<file path="src/rtl/kst_pkg.sv">
// Package for the key state table: sizes, item mode codes and the
// controller/datapath command and status structs. No dependencies.
`default_nettype none

package kst_pkg;

   localparam int KEY_COUNT  = 128;
   localparam int TIMER_BITS = 32;

   // key address width and the width that covers both it and the 7-bit index field
   localparam int KEY_BITS = (KEY_COUNT > 1) ? $clog2(KEY_COUNT) : 1;
   localparam int IDX_W    = (KEY_BITS > 7) ? KEY_BITS : 7;
   // saturating add and hold compare widths
   localparam int SUM_W    = ((TIMER_BITS > 16) ? TIMER_BITS : 16) + 1;
   localparam int CMP_W    = (TIMER_BITS > 32) ? TIMER_BITS : 32;

   localparam logic [TIMER_BITS-1:0] TIMER_MAX = '1;

   typedef enum logic [2:0] {
      MODE_SET    = 3'd0,
      MODE_TICK   = 3'd1,
      MODE_QLEVEL = 3'd2,
      MODE_QFRESH = 3'd3,
      MODE_QHELD  = 3'd4
   } mode_type;

   typedef struct packed {
      logic load;
      logic rd;
      logic eval;
      logic tick_wr;
      logic out_load;
   } ctrl_cmd_type;

   typedef struct packed {
      logic is_tick;
      logic walk_last;
   } dp_status_type;

endpackage

`default_nettype wire

</file>
<file path="src/rtl/kst_dpath.sv">
// Datapath of the key state table: item registers, level/fresh flag vectors,
// hold timer memory with per-entry valid bits, walk counter, answer register.
// Depends on kst_pkg.
`default_nettype none

module kst_dpath (
   input  wire                         clock,
   input  wire                         reset,
   input  wire kst_pkg::ctrl_cmd_type  cmd,
   output kst_pkg::dp_status_type      status,
   input  wire [2:0]                   mode,
   input  wire [6:0]                   key_index,
   input  wire                         key_down,
   input  wire                         keep_fresh,
   input  wire [15:0]                  elapsed_ticks,
   input  wire [31:0]                  hold_limit,
   output logic                        answer
);

   logic [2:0]                     mode_ff;
   logic [6:0]                     key_ff;
   logic                           down_ff;
   logic                           keep_ff;
   logic [15:0]                    dt_ff;
   logic [31:0]                    limit_ff;

   logic [kst_pkg::KEY_COUNT-1:0]  level_ff;
   logic [kst_pkg::KEY_COUNT-1:0]  fresh_ff;
   logic [kst_pkg::KEY_COUNT-1:0]  tvld_ff;
   logic [kst_pkg::TIMER_BITS-1:0] timer_mem [kst_pkg::KEY_COUNT];
   logic [kst_pkg::TIMER_BITS-1:0] rd_data_ff;
   logic                           rd_vld_ff;
   logic [kst_pkg::KEY_BITS-1:0]   cnt_ff;
   logic                           ans_ff;
   logic                           answer_ff;

   logic [kst_pkg::IDX_W-1:0]      key_ext;
   logic [kst_pkg::KEY_BITS-1:0]   key_addr;
   logic                           key_ok;
   logic                           is_tick;
   logic [kst_pkg::KEY_BITS-1:0]   mem_addr;
   logic [kst_pkg::TIMER_BITS-1:0] timer_val;
   logic [kst_pkg::SUM_W-1:0]      sum;
   logic [kst_pkg::TIMER_BITS-1:0] sat_sum;
   logic                           held;
   logic                           cur_level;
   logic                           cur_fresh;
   logic                           fresh_press;
   logic                           mem_we;
   logic [kst_pkg::TIMER_BITS-1:0] mem_wd;

   assign key_ext  = kst_pkg::IDX_W'(key_ff);
   assign key_addr = key_ext[kst_pkg::KEY_BITS-1:0];
   assign key_ok   = {1'b0, key_ext} < (kst_pkg::IDX_W + 1)'(kst_pkg::KEY_COUNT);
   assign is_tick  = (mode_ff == kst_pkg::MODE_TICK);
   assign mem_addr = is_tick ? cnt_ff : key_addr;

   // a timer never written reads as zero
   assign timer_val = rd_vld_ff ? rd_data_ff : '0;
   assign sum       = kst_pkg::SUM_W'(timer_val) + kst_pkg::SUM_W'(dt_ff);
   assign sat_sum   = (sum > kst_pkg::SUM_W'(kst_pkg::TIMER_MAX)) ?
                      kst_pkg::TIMER_MAX : sum[kst_pkg::TIMER_BITS-1:0];
   assign held      = kst_pkg::CMP_W'(timer_val) >= kst_pkg::CMP_W'(limit_ff);

   assign cur_level   = key_ok && level_ff[key_addr];
   assign cur_fresh   = key_ok && fresh_ff[key_addr];
   assign fresh_press = cur_level && cur_fresh;

   always_comb begin
      mem_we = 1'b0;
      mem_wd = sat_sum;
      if (cmd.tick_wr) begin
         mem_we = level_ff[cnt_ff];
      end else if (cmd.eval && key_ok) begin
         mem_wd = '0;
         if (mode_ff == kst_pkg::MODE_SET) begin
            mem_we = (level_ff[key_addr] != down_ff);
         end else if (mode_ff == kst_pkg::MODE_QHELD) begin
            mem_we = !fresh_press && held;
         end
      end
   end

   assign status.is_tick   = is_tick;
   assign status.walk_last = (cnt_ff == kst_pkg::KEY_BITS'(kst_pkg::KEY_COUNT - 1));
   assign answer           = answer_ff;

   // item capture, timer memory, walk counter and result
   always_ff @(posedge clock) begin
      if (cmd.load) begin
         mode_ff  <= mode;
         key_ff   <= key_index;
         down_ff  <= key_down;
         keep_ff  <= keep_fresh;
         dt_ff    <= elapsed_ticks;
         limit_ff <= hold_limit;
         cnt_ff   <= '0;
         ans_ff   <= 1'b0;
      end
      if (cmd.rd) begin
         rd_data_ff <= timer_mem[mem_addr];
         rd_vld_ff  <= tvld_ff[mem_addr];
      end
      if (mem_we) begin
         timer_mem[mem_addr] <= mem_wd;
      end
      if (cmd.tick_wr) begin
         cnt_ff <= cnt_ff + 1'b1;
      end
      if (cmd.eval) begin
         case (mode_ff)
            kst_pkg::MODE_QLEVEL: ans_ff <= cur_level;
            kst_pkg::MODE_QFRESH: ans_ff <= fresh_press;
            kst_pkg::MODE_QHELD:  ans_ff <= key_ok && (fresh_press || held);
            default:              ans_ff <= 1'b0;
         endcase
      end
      if (cmd.out_load) begin
         answer_ff <= ans_ff;
      end
   end

   // flag vectors and timer valid bits
   always_ff @(posedge clock) begin
      if (reset) begin
         level_ff <= '0;
         fresh_ff <= '0;
         tvld_ff  <= '0;
      end else begin
         if (mem_we) begin
            tvld_ff[mem_addr] <= 1'b1;
         end
         if (cmd.eval && key_ok) begin
            case (mode_ff)
               kst_pkg::MODE_SET: begin
                  if (level_ff[key_addr] != down_ff) begin
                     level_ff[key_addr] <= down_ff;
                     fresh_ff[key_addr] <= 1'b1;
                  end
               end
               kst_pkg::MODE_QLEVEL: begin
                  if (!keep_ff) begin
                     fresh_ff[key_addr] <= 1'b0;
                  end
               end
               kst_pkg::MODE_QFRESH, kst_pkg::MODE_QHELD: begin
                  if (fresh_press) begin
                     fresh_ff[key_addr] <= 1'b0;
                  end
               end
               default: ;
            endcase
         end
      end
   end

endmodule

`default_nettype wire

</file>
<file path="src/rtl/kst_ctrl.sv">
// Controller of the key state table: sequences lookup, update, the timer
// walk of a tick and the result handoff. Depends on kst_pkg.
`default_nettype none

module kst_ctrl (
   input  wire                         clock,
   input  wire                         reset,
   input  wire                         req_tvalid,
   output logic                        req_tready,
   output logic                        rsp_tvalid,
   input  wire                         rsp_tready,
   output kst_pkg::ctrl_cmd_type       cmd,
   input  wire kst_pkg::dp_status_type status
);

   typedef enum logic [2:0] {
      ST_IDLE,
      ST_READ,
      ST_EVAL,
      ST_TICK_WR,
      ST_DONE
   } state_type;

   state_type state_ff;
   logic      req_tready_ff;
   logic      rsp_tvalid_ff;
   logic      out_free;

   assign out_free   = !rsp_tvalid_ff || rsp_tready;
   assign req_tready = req_tready_ff;
   assign rsp_tvalid = rsp_tvalid_ff;

   assign cmd.load     = (state_ff == ST_IDLE) && req_tvalid && req_tready_ff;
   assign cmd.rd       = (state_ff == ST_READ);
   assign cmd.eval     = (state_ff == ST_EVAL);
   assign cmd.tick_wr  = (state_ff == ST_TICK_WR);
   assign cmd.out_load = (state_ff == ST_DONE) && out_free;

   always_ff @(posedge clock) begin
      if (reset) begin
         state_ff      <= ST_IDLE;
         req_tready_ff <= 1'b1;
         rsp_tvalid_ff <= 1'b0;
      end else begin
         // drop the taken beat unless a new result replaces it this cycle
         if (rsp_tvalid_ff && rsp_tready && !cmd.out_load) begin
            rsp_tvalid_ff <= 1'b0;
         end
         case (state_ff)
            ST_IDLE: begin
               if (req_tvalid && req_tready_ff) begin
                  state_ff      <= ST_READ;
                  req_tready_ff <= 1'b0;
               end
            end
            ST_READ: begin
               state_ff <= status.is_tick ? ST_TICK_WR : ST_EVAL;
            end
            ST_EVAL: begin
               state_ff <= ST_DONE;
            end
            ST_TICK_WR: begin
               // advance the walk until the last key is written back
               state_ff <= status.walk_last ? ST_DONE : ST_READ;
            end
            ST_DONE: begin
               if (out_free) begin
                  rsp_tvalid_ff <= 1'b1;
                  req_tready_ff <= 1'b1;
                  state_ff      <= ST_IDLE;
               end
            end
            default: begin
               state_ff <= ST_IDLE;
            end
         endcase
      end
   end

endmodule

`default_nettype wire

</file>
<file path="src/rtl/key_state_edge_and_repeat_table.sv">
// Key state table with press-edge latch and hold auto-repeat, top level.
// A key item passes the read, evaluate and done states before its result beat;
// a tick walks every timer through the single memory port, reading and then
// writing back each key in turn. One item is in work at a time.
// Reset (synchronous) clears all levels, fresh flags and timer valid bits.
`default_nettype none

module key_state_edge_and_repeat_table (
   input  wire        clock,
   input  wire        reset,
   input  wire        req_tvalid,
   output logic       req_tready,
   input  wire [63:0] req_tdata,  // key_index[6:0], key_down[7], keep_fresh[8],
                                  // elapsed_ticks[24:9], hold_limit[56:25], zero[63:57]
   input  wire [2:0]  req_tuser,  // mode[2:0]
   output logic       rsp_tvalid,
   input  wire        rsp_tready,
   output logic [7:0] rsp_tdata   // answer[0], zero[7:1]
);

   kst_pkg::ctrl_cmd_type  cmd;
   kst_pkg::dp_status_type status;
   logic                   answer;

   kst_ctrl u_ctrl (
      .clock      (clock),
      .reset      (reset),
      .req_tvalid (req_tvalid),
      .req_tready (req_tready),
      .rsp_tvalid (rsp_tvalid),
      .rsp_tready (rsp_tready),
      .cmd        (cmd),
      .status     (status)
   );

   kst_dpath u_dpath (
      .clock         (clock),
      .reset         (reset),
      .cmd           (cmd),
      .status        (status),
      .mode          (req_tuser),
      .key_index     (req_tdata[6:0]),
      .key_down      (req_tdata[7]),
      .keep_fresh    (req_tdata[8]),
      .elapsed_ticks (req_tdata[24:9]),
      .hold_limit    (req_tdata[56:25]),
      .answer        (answer)
   );

   assign rsp_tdata = {7'd0, answer};

   a_one_in_work: assert property (@(posedge clock) disable iff (reset)
      (req_tvalid && req_tready) |=> !req_tready)
      else $error("input accepted while an item is in work");

   a_no_overwrite: assert property (@(posedge clock) disable iff (reset)
      cmd.out_load |-> (!rsp_tvalid || rsp_tready))
      else $error("result register overwritten before it was taken");

   a_walk_on_tick: assert property (@(posedge clock) disable iff (reset)
      cmd.tick_wr |-> status.is_tick)
      else $error("timer walk outside a tick item");

   a_eval_not_tick: assert property (@(posedge clock) disable iff (reset)
      cmd.eval |-> !status.is_tick)
      else $error("key update during a tick item");

endmodule

`default_nettype wire

</file>
<file path="config.mk">
export PLATFORM = sky130hd
export DESIGN_NAME = key_state_edge_and_repeat_table
export DESIGN_NICKNAME = d
export VERILOG_FILES = /design/src/rtl/kst_pkg.sv /design/src/rtl/kst_dpath.sv /design/src/rtl/kst_ctrl.sv /design/src/rtl/key_state_edge_and_repeat_table.sv
export SDC_FILE = /design/constraint.sdc
export NUM_CORES = 2
export LEC_CHECK = 0
export BUFFER_PORTS_ARGS = -buffer_cell sky130_fd_sc_hd__buf_2
export CAP_MARGIN = 20
export CORE_MARGIN = 2
export CORE_UTILIZATION = 26
export CTS_BUF_LIST = sky130_fd_sc_hd__clkbuf_8
export CTS_CLUSTER_DIAMETER = 200
export CTS_CLUSTER_SIZE = 20
export DETAILED_ROUTE_END_ITERATION = 7
export MAX_ROUTING_LAYER = met4
export PLACE_DENSITY = 0.37
export SETUP_SLACK_MARGIN = 0.05
export SYNTH_ARGS = -nofsm -noshare
export SYNTH_HDL_FRONTEND = slang
export SYNTH_SLANG_ARGS = --single-unit
</file>
<file path="constraint.sdc">
create_clock -name clock -period 14.9 [get_ports clock]
set_input_delay 2.98 -clock clock [delete_from_list [all_inputs] [get_ports clock]]
set_output_delay 2.98 -clock clock [all_outputs]
set_load 0.05 [all_outputs]
</file>
Word-level counts from Yosys, hierarchy flattened
Memory sizes are Yosys's and may differ from the RTL's. A register that Yosys moved wholly into a read port is not among the register bits.
Cells that the tools add are included.
- shifts and indexed selects: 0
- equality and inequality tests: 15
- reduce and logical (&&, ||, !) cells: 26
- $lt $le $gt $ge: 7
- $mul: 0
- multiplexer cells: 44
- bitwise operators: 4
- divide/modulo/power cells: 0
- $add $sub $neg: 2
- operator list (operator ; count):
    $mux W128 ; 3
    $pmux W128 S3 ; 1
    $or A128 B128 Y128 ; 2
    $and A128 B128 Y128 ; 1
    $bwmux W128 ; 1
    $mux W32 ; 4
    $not A128 Y128 ; 1
    $add A32 B16 Y33 ; 1
    $gt A33 B32 Y1 const B ; 1
    $ge A32 B32 Y1 ; 1
    $bmux W1 S7 ; 4
    $lt A7 B8 Y1 const B ; 3
    $mux W7 ; 3
    $mux W1 ; 20
    $pmux W3 S5 ; 1
    $demux W1 S7 ; 2
    $ge A7 B1 Y1 const B ; 2
    $eq A3 B2 Y1 const B ; 4
    $logic_and A1 B1 Y1 ; 10
    $mux W3 ; 3
    $add A7 B1 Y7 const B ; 1
    $eq A7 B7 Y1 const B ; 1
    $eq A3 B1 Y1 const B ; 2
    $eq A3 B3 Y1 const B ; 2
    14 further kinds ; 24
- latch bits: 0
- memories kept: 1
- memory bits (writable): 4096
- memory bits (read-only): 0
- logic and storage cells: 115
- register bits after elaboration: 459
- memory list (memory ; depth ; bits a word ; read ports ; clocked after memory_dff ; write ports ; RTL line ; source):
    u_dpath.timer_mem ; 128 ; 32 ; 1 ; 1 ; 1 ; kst_dpath.sv:30 ; logic [kst_pkg::TIMER_BITS-1:0] timer_mem [kst_pkg::KEY_COUNT];

Longest topological paths before layout
- depth after elaboration: 11
- mapped depth: 20

By module
A second synthesis with hierarchy kept.
- cell total of the unflattened synthesis: 11585
- area total of the unflattened synthesis: 176850.9 µm²
- modules (own cells, without submodules) (module ; times used ; cells an instance ; seq. area each (µm²) ; area an instance (µm²)):
    kst_dpath ; 1 ; 11546 ; 133748.3 ; 176519.3
    kst_ctrl ; 1 ; 30 ; 100.1 ; 267.8
    key_state_edge_and_repeat_table ; 1 ; 9 ; 0.0 ; 63.8

Worst setup path before layout
No wires, ideal clock.
- kind: reg2reg
- start: reg u_dpath.rd_vld_ff
- end: mem u_dpath.timer_mem[0][31] in the netlist's numbering, data pin
- setup time: 1229 ps
- cell stages (with the launch flop): 18
- path slack: 4362 ps
- data required time: 13671 ps
- clock period less this slack: 10538 ps
- arrival time: 9310 ps
- cell sequence: edfxtp_1 clkbuf_1 clkbuf_1 clkbuf_1 clkbuf_1 clkbuf_1 clkbuf_1 and2_1 ha_1 a21oi_1 o21ai_0 maj3_1 a21o_1 a311o_1 o211ai_1 a21oi_1 and3_1 a211oi_1
- word-level cells in the longest chain between the ends: 6
- RTL lines (item ; RTL line ; source):
    start: declaration ; kst_dpath.sv:32 ; logic rd_vld_ff;
    start signal: assignment ; kst_dpath.sv:102 ; rd_vld_ff <= tvld_ff[mem_addr];
    $mux W32 * ; kst_dpath.sv:59 ; assign timer_val = rd_vld_ff ? rd_data_ff : '0;
    $add A32 B16 Y33 * ; kst_dpath.sv:60 ; assign sum = kst_pkg::SUM_W'(timer_val) + kst_pkg::SUM_W'(dt_ff);
    $gt A33 B32 Y1 ; kst_dpath.sv:61 ; assign sat_sum = (sum > kst_pkg::SUM_W'(kst_pkg::TIMER_MAX)) ?
    $mux W32 * ; kst_dpath.sv:61 ;
    $mux W32 ; kst_dpath.sv:74 ; end else if (cmd.eval && key_ok) begin
    $mux W32 * ; kst_dpath.sv:72 ; if (cmd.tick_wr) begin
    net u_dpath.mem_wd (one bit) ; kst_dpath.sv:50 ; logic [kst_pkg::TIMER_BITS-1:0] mem_wd;
    end: declaration ; kst_dpath.sv:30 ;
Mark *: on every way through the listed nets, which the timed path passes. The rest lies on a longest branch.

Worst setup path after layout
- start: reg u_dpath.key_ff[0] (netlist: u_dpath.key_addr[0])
- end: mem u_dpath.timer_mem[32][7] in the netlist's numbering, enable pin
- word-level cells in the longest chain between the ends: 11
- elaborated cells on any way between the ends: 15
- those cells by class: eq/ne (1); mux (11); reduce/logical (3)
- RTL lines (item ; RTL line ; source):
    start: declaration ; kst_dpath.sv:21 ; logic [6:0] key_ff;
    start signal: assignment ; kst_dpath.sv:92 ; key_ff <= key_index;
    $bmux W1 S7 (on tied branches) ; kst_dpath.sv:65, kst_dpath.sv:77, kst_dpath.sv:66 ;
    $mux W1 (on tied branches) ; kst_dpath.sv:65, kst_dpath.sv:77, kst_dpath.sv:66 ;
    $logic_and A1 B1 Y1 ; kst_dpath.sv:67 ; assign fresh_press = cur_level && cur_fresh;
    $logic_not A1 Y1 ; kst_dpath.sv:79 ; mem_we = !fresh_press && held;
    $logic_and A1 B1 Y1 ; kst_dpath.sv:79 ;
    $mux W1 ; kst_dpath.sv:78 ; end else if (mode_ff == kst_pkg::MODE_QHELD) begin
    $mux W1 ; kst_dpath.sv:76 ; if (mode_ff == kst_pkg::MODE_SET) begin
    $mux W1 ; kst_dpath.sv:74 ;
    $mux W1 ; kst_dpath.sv:72 ;
    $mux W1 ; kst_dpath.sv:104 ; if (mem_we) begin
    $mux W1 (not written as such) ; kst_dpath.sv:105 ; timer_mem[mem_addr] <= mem_wd;
Parallel ways exist; a longest one is shown, timed or not. The select of a mux whose other input is x is not followed.

==> impl_metrics.yaml <==
power:
  p_comb_frac: 0.175
  seq_power_share: 0.592
  p_sw_uw: 7740
  p_int_uw: 17300
  clock_power_share: 0.232
  peakVddDrop_mv: 0.111
  leakage_uw: 0.0592
  power.total_uw: 25000
  swShare: 0.310
  power.density_mw_per_mm2: 128
timing:
  layout_setup_ws_ns: 6.83
  hold_viol: 0
  setup_violations: 0
  fmax_mhz: 124
  slew_headroom: 0.0205
  fin_crit_sh: 0.541
  finClkSkew_ns: 0.120
  fin_setup_tns_ns: 0
  maxSlewViolCount: 0
  period_needed_ns: 8.07
  rsz0062_at_grt: "false"
  tightest_slew_ns: 1.47
routing:
  avgRoutedWirePerCell_um: 36.1
  wirelength_um: 752000
  detail_route.first_pass.iterations: 6
  viasPerCell: 5.41
  drc_errors: 0
  drtIter0Drc: 14300
  via_count: 113000
  ant_nets: 0
critical_path:
  path_buf_inv: 9
  critPathMaxStageDelay_ns: 0.73
  cpLargestDelayFamily: "buffers and inverters"
  worstSetupStartpointType: "flop"
  ff2ff_setup_slack_ns: 6.83
  cp_common_cell: "buf_4"
  worstSetupPathType: "reg2reg"
  worstReg2RegStart: "u_dpath.key_addr[0]$_DFFE_PP_"
  crit_fanout: 170
  crit_arrival_ns: 8.94
  reg2reg_to: "u_dpath.timer_mem[32][7]$_DFFE_PP_"
  rr_worst_depth: 17
  cp-end-kind: "flop"
  path_cells: "buf_4, buf_4, clkinv_1, buf_4, a221oi_1, o221ai_1, a32oi_1, nand4_1, nor3_2, nor3_4, a211oi_4, buf_4, buf_12, buf_4, nor3_2, buf_6, buf_4"
  crit_slowest_cell: "buf_4"
  cp.required_ns: 15.77
placement:
  dp.cells: 20400
  portBuffers: 66
  gp_congestion: 0.849
  dp_hpwl_um: 437000
  place_area_mm2: 0.191
  place_ws_ns: 6.99
logic_synthesis:
  synthCells: 11700
  seq_area_frac_synth: 0.757
  syn_area_mm2: 0.177
  yosys.cell_types.count: 94
  async_flop_share: 0
  avgSynthCellArea_um2: 15.1
  yosys_warnings: 0
  synth_top_flop_cell: "edfxtp_1"
  synth-seq-cells: 4587
  synth_edf_count: 4198
clock_network:
  postCtsSetupRepairBufs: 0
  holdBufCountCts: 0
  cts.repair.resized: 0
  cts.clk_slew.worst_paths_ns: 0.13
  htree_levels: 5
  cts_buffers: 267
  numClockSinks: 4587
  root_buffer: "clkbuf_8"
  cts_tree: "yes"
  cts.path.max_buffers: 4
  clkLatencyLatePin_ns: 1.24
global_routing:
  grt_pass1_wl_um: 998000
  grt-ovfl-total: 0
  grtUsageMet3: 0.0254
  grt-busiest-layer: "met2"
  grt_pass1_vias: 107000
  track_usage: 0.216
  grt_max_degree: 174
  use_met1: 0.297
  antenna_found_initial: 68
  grt_use_met2: 0.341
floorplanning:
  core-area_mm2: 0.677
  io-pin-count: 81
  initial_core_util: 0.261
  die_area_mm2: 0.686
  rows: 302
  fp.dieW_um: 828
  fp.dieH_um: 828
cells_and_area:
  synthToLayoutAreaGrowth_pct: 10.6
  fin_area_mm2: 0.196
  finalNonFillerCells: 20800
  nets: 11900
  drive_gt1_frac: 0.110
worst_hold_path:
  hold_depth: 0
  hp-class: "reg2reg"
  holdCritStartpoint: "u_dpath.ans_ff$_SDFFCE_PP0P_"
  hold_path_end: "u_dpath.answer$_DFFE_PP_"
job:
  drv_cap: 0
status:
  status: "finished clean"
registers in the layout, indices dropped and copies added, names as in the netlist, 3 cells and up, named ones only:
signal and count:
u_ctrl.state_ff 3, u_dpath.cnt_ff 7, u_dpath.dt_ff 16, u_dpath.key_addr 7, u_dpath.level_ff 128, u_dpath.limit_ff 32
u_dpath.mode_ff 3, u_dpath.rd_data_ff 32, u_dpath.timer_mem 4096, u_dpath.tvld_ff 128
cell type report:
class	instances	area [µm²]
antenna	55	138
clock buffer	278	3830
clock inverter	52	264
fill	67400	481000
inverter	196	739
multi-input combinational	6053	40100
sequential	4587	134000
tap	8968	11200
timing repair buffer	649	5410
synthesized netlist by cell type (11+ instances only):
library cell  instances  share of area
buf_1               136         0.0029
dfxtp_1             389          0.044
o41ai_1              71         0.0035
a21oi_1             665          0.019
a22o_1               42         0.0021
edfxtp_1           4198           0.71
a221o_1              21         0.0012
a311oi_1             37         0.0018
o211ai_1             21        0.00089
o32ai_1             130         0.0064
a221oi_1            228          0.011
buf_4                19        0.00081
buf_2               286         0.0081
a32o_1               29         0.0016
nor3_1              202         0.0057
xnor2_1              25         0.0012
o21ai_0             201         0.0057
o21a_1               12        0.00051
clkbuf_1            427         0.0091
a41oi_1              42         0.0021
nor2_1              264         0.0056
o22ai_1              85         0.0030
nand3_1             156         0.0044
mux2_2               48         0.0031
a211oi_1             11        0.00047
a21o_1               14        0.00059
and3_1               22        0.00078
nor2b_1              21        0.00074
a41o_1               14        0.00079
a22oi_1            1326          0.056
o221ai_1             15        0.00074
a222oi_1             19         0.0011
o311ai_0             23         0.0011
o31ai_1              17        0.00072
nand4_1             229         0.0081
or4_1                13        0.00055
ha_1                 36         0.0025
inv_1               193         0.0041
mux2i_1             255          0.014
nand2_1            1324          0.028
mux4_2               46         0.0059
a31oi_1             164         0.0058
and2_1               36         0.0013
nor4_1               52         0.0018
logic make-up after synthesis:
logic type      synth area share
compound gates             0.130
xor+xnor                 0.00159
fa+ha+maj                0.00278
buf+inv                   0.0251
flops                      0.757
mux                       0.0234
other cells            0.0000212
simple gates              0.0595
stage by stage:
step	hold slack [ns]	util
floorplan	0.400	-
CTS	0.451	0.289
global placement	0.424	0.282
finish	0.453	0.289
detailed placement	0.418	0.283
global route	0.475	0.289
layer usage:
metal	part of all wire	wire, µm
met1	0.44	332000
met2	0.47	350000
met3	0.064	48500
met4	0.030	22200
met5	0	0
worst max-delay path by stage:
stage                                   from                                  end  slack (ns)  cells past startpoint
2_1_floorplan    u_dpath.rd_vld_ff$_DFFE_PN_   u_dpath.timer_mem[0][31]$_DFFE_PP_        4.36                     17
3_3_place_gp   u_dpath.key_addr[0]$_DFFE_PP_   u_dpath.timer_mem[32][7]$_DFFE_PP_        7.03                     15
3_5_place_dp   u_dpath.key_addr[0]$_DFFE_PP_  u_dpath.timer_mem[32][27]$_DFFE_PP_        6.99                     16
4_1_cts        u_dpath.key_addr[0]$_DFFE_PP_  u_dpath.timer_mem[32][21]$_DFFE_PP_        6.97                     16
5_1_grt        u_dpath.key_addr[0]$_DFFE_PP_  u_dpath.timer_mem[32][25]$_DFFE_PP_        6.74                     17
6_report       u_dpath.key_addr[0]$_DFFE_PP_   u_dpath.timer_mem[32][7]$_DFFE_PP_        6.83                     17
layout by cell type (no fill, tap or decap), drive strengths merged, types with 29 or more instances in the layout:
| cell type | instances |
|---|---|
| edfxtp | 4198 |
| a22oi | 1326 |
| nand2 | 1324 |
| a21oi | 667 |
| buf | 649 |
| dfxtp | 389 |
| clkbuf | 278 |
| nor2 | 266 |
| mux2i | 255 |
| inv | 235 |
| nand4 | 229 |
| a221oi | 228 |
| o21ai | 204 |
| nor3 | 204 |
| a31oi | 164 |
| nand3 | 156 |
| o32ai | 130 |
| o22ai | 85 |
| o41ai | 71 |
| diode | 55 |
| nor4 | 52 |
| mux2 | 49 |
| mux4 | 46 |
| a22o | 42 |
| a41oi | 42 |
| and2 | 37 |
| a311oi | 37 |
| ha | 36 |
| a32o | 29 |
power groups by stage:
stage                     clock network, µW  registers [µW]  logic, µW
after floorplan                           0           15200       1700
after global placement                    0           15100       4300
after detailed placement                  0           15100       4350
after CTS                              6000           14800       4360
after global routing                   6370           14800       4490
final                                  5810           14800       4380
Note: power is estimated with default switching activity, not from simulation.
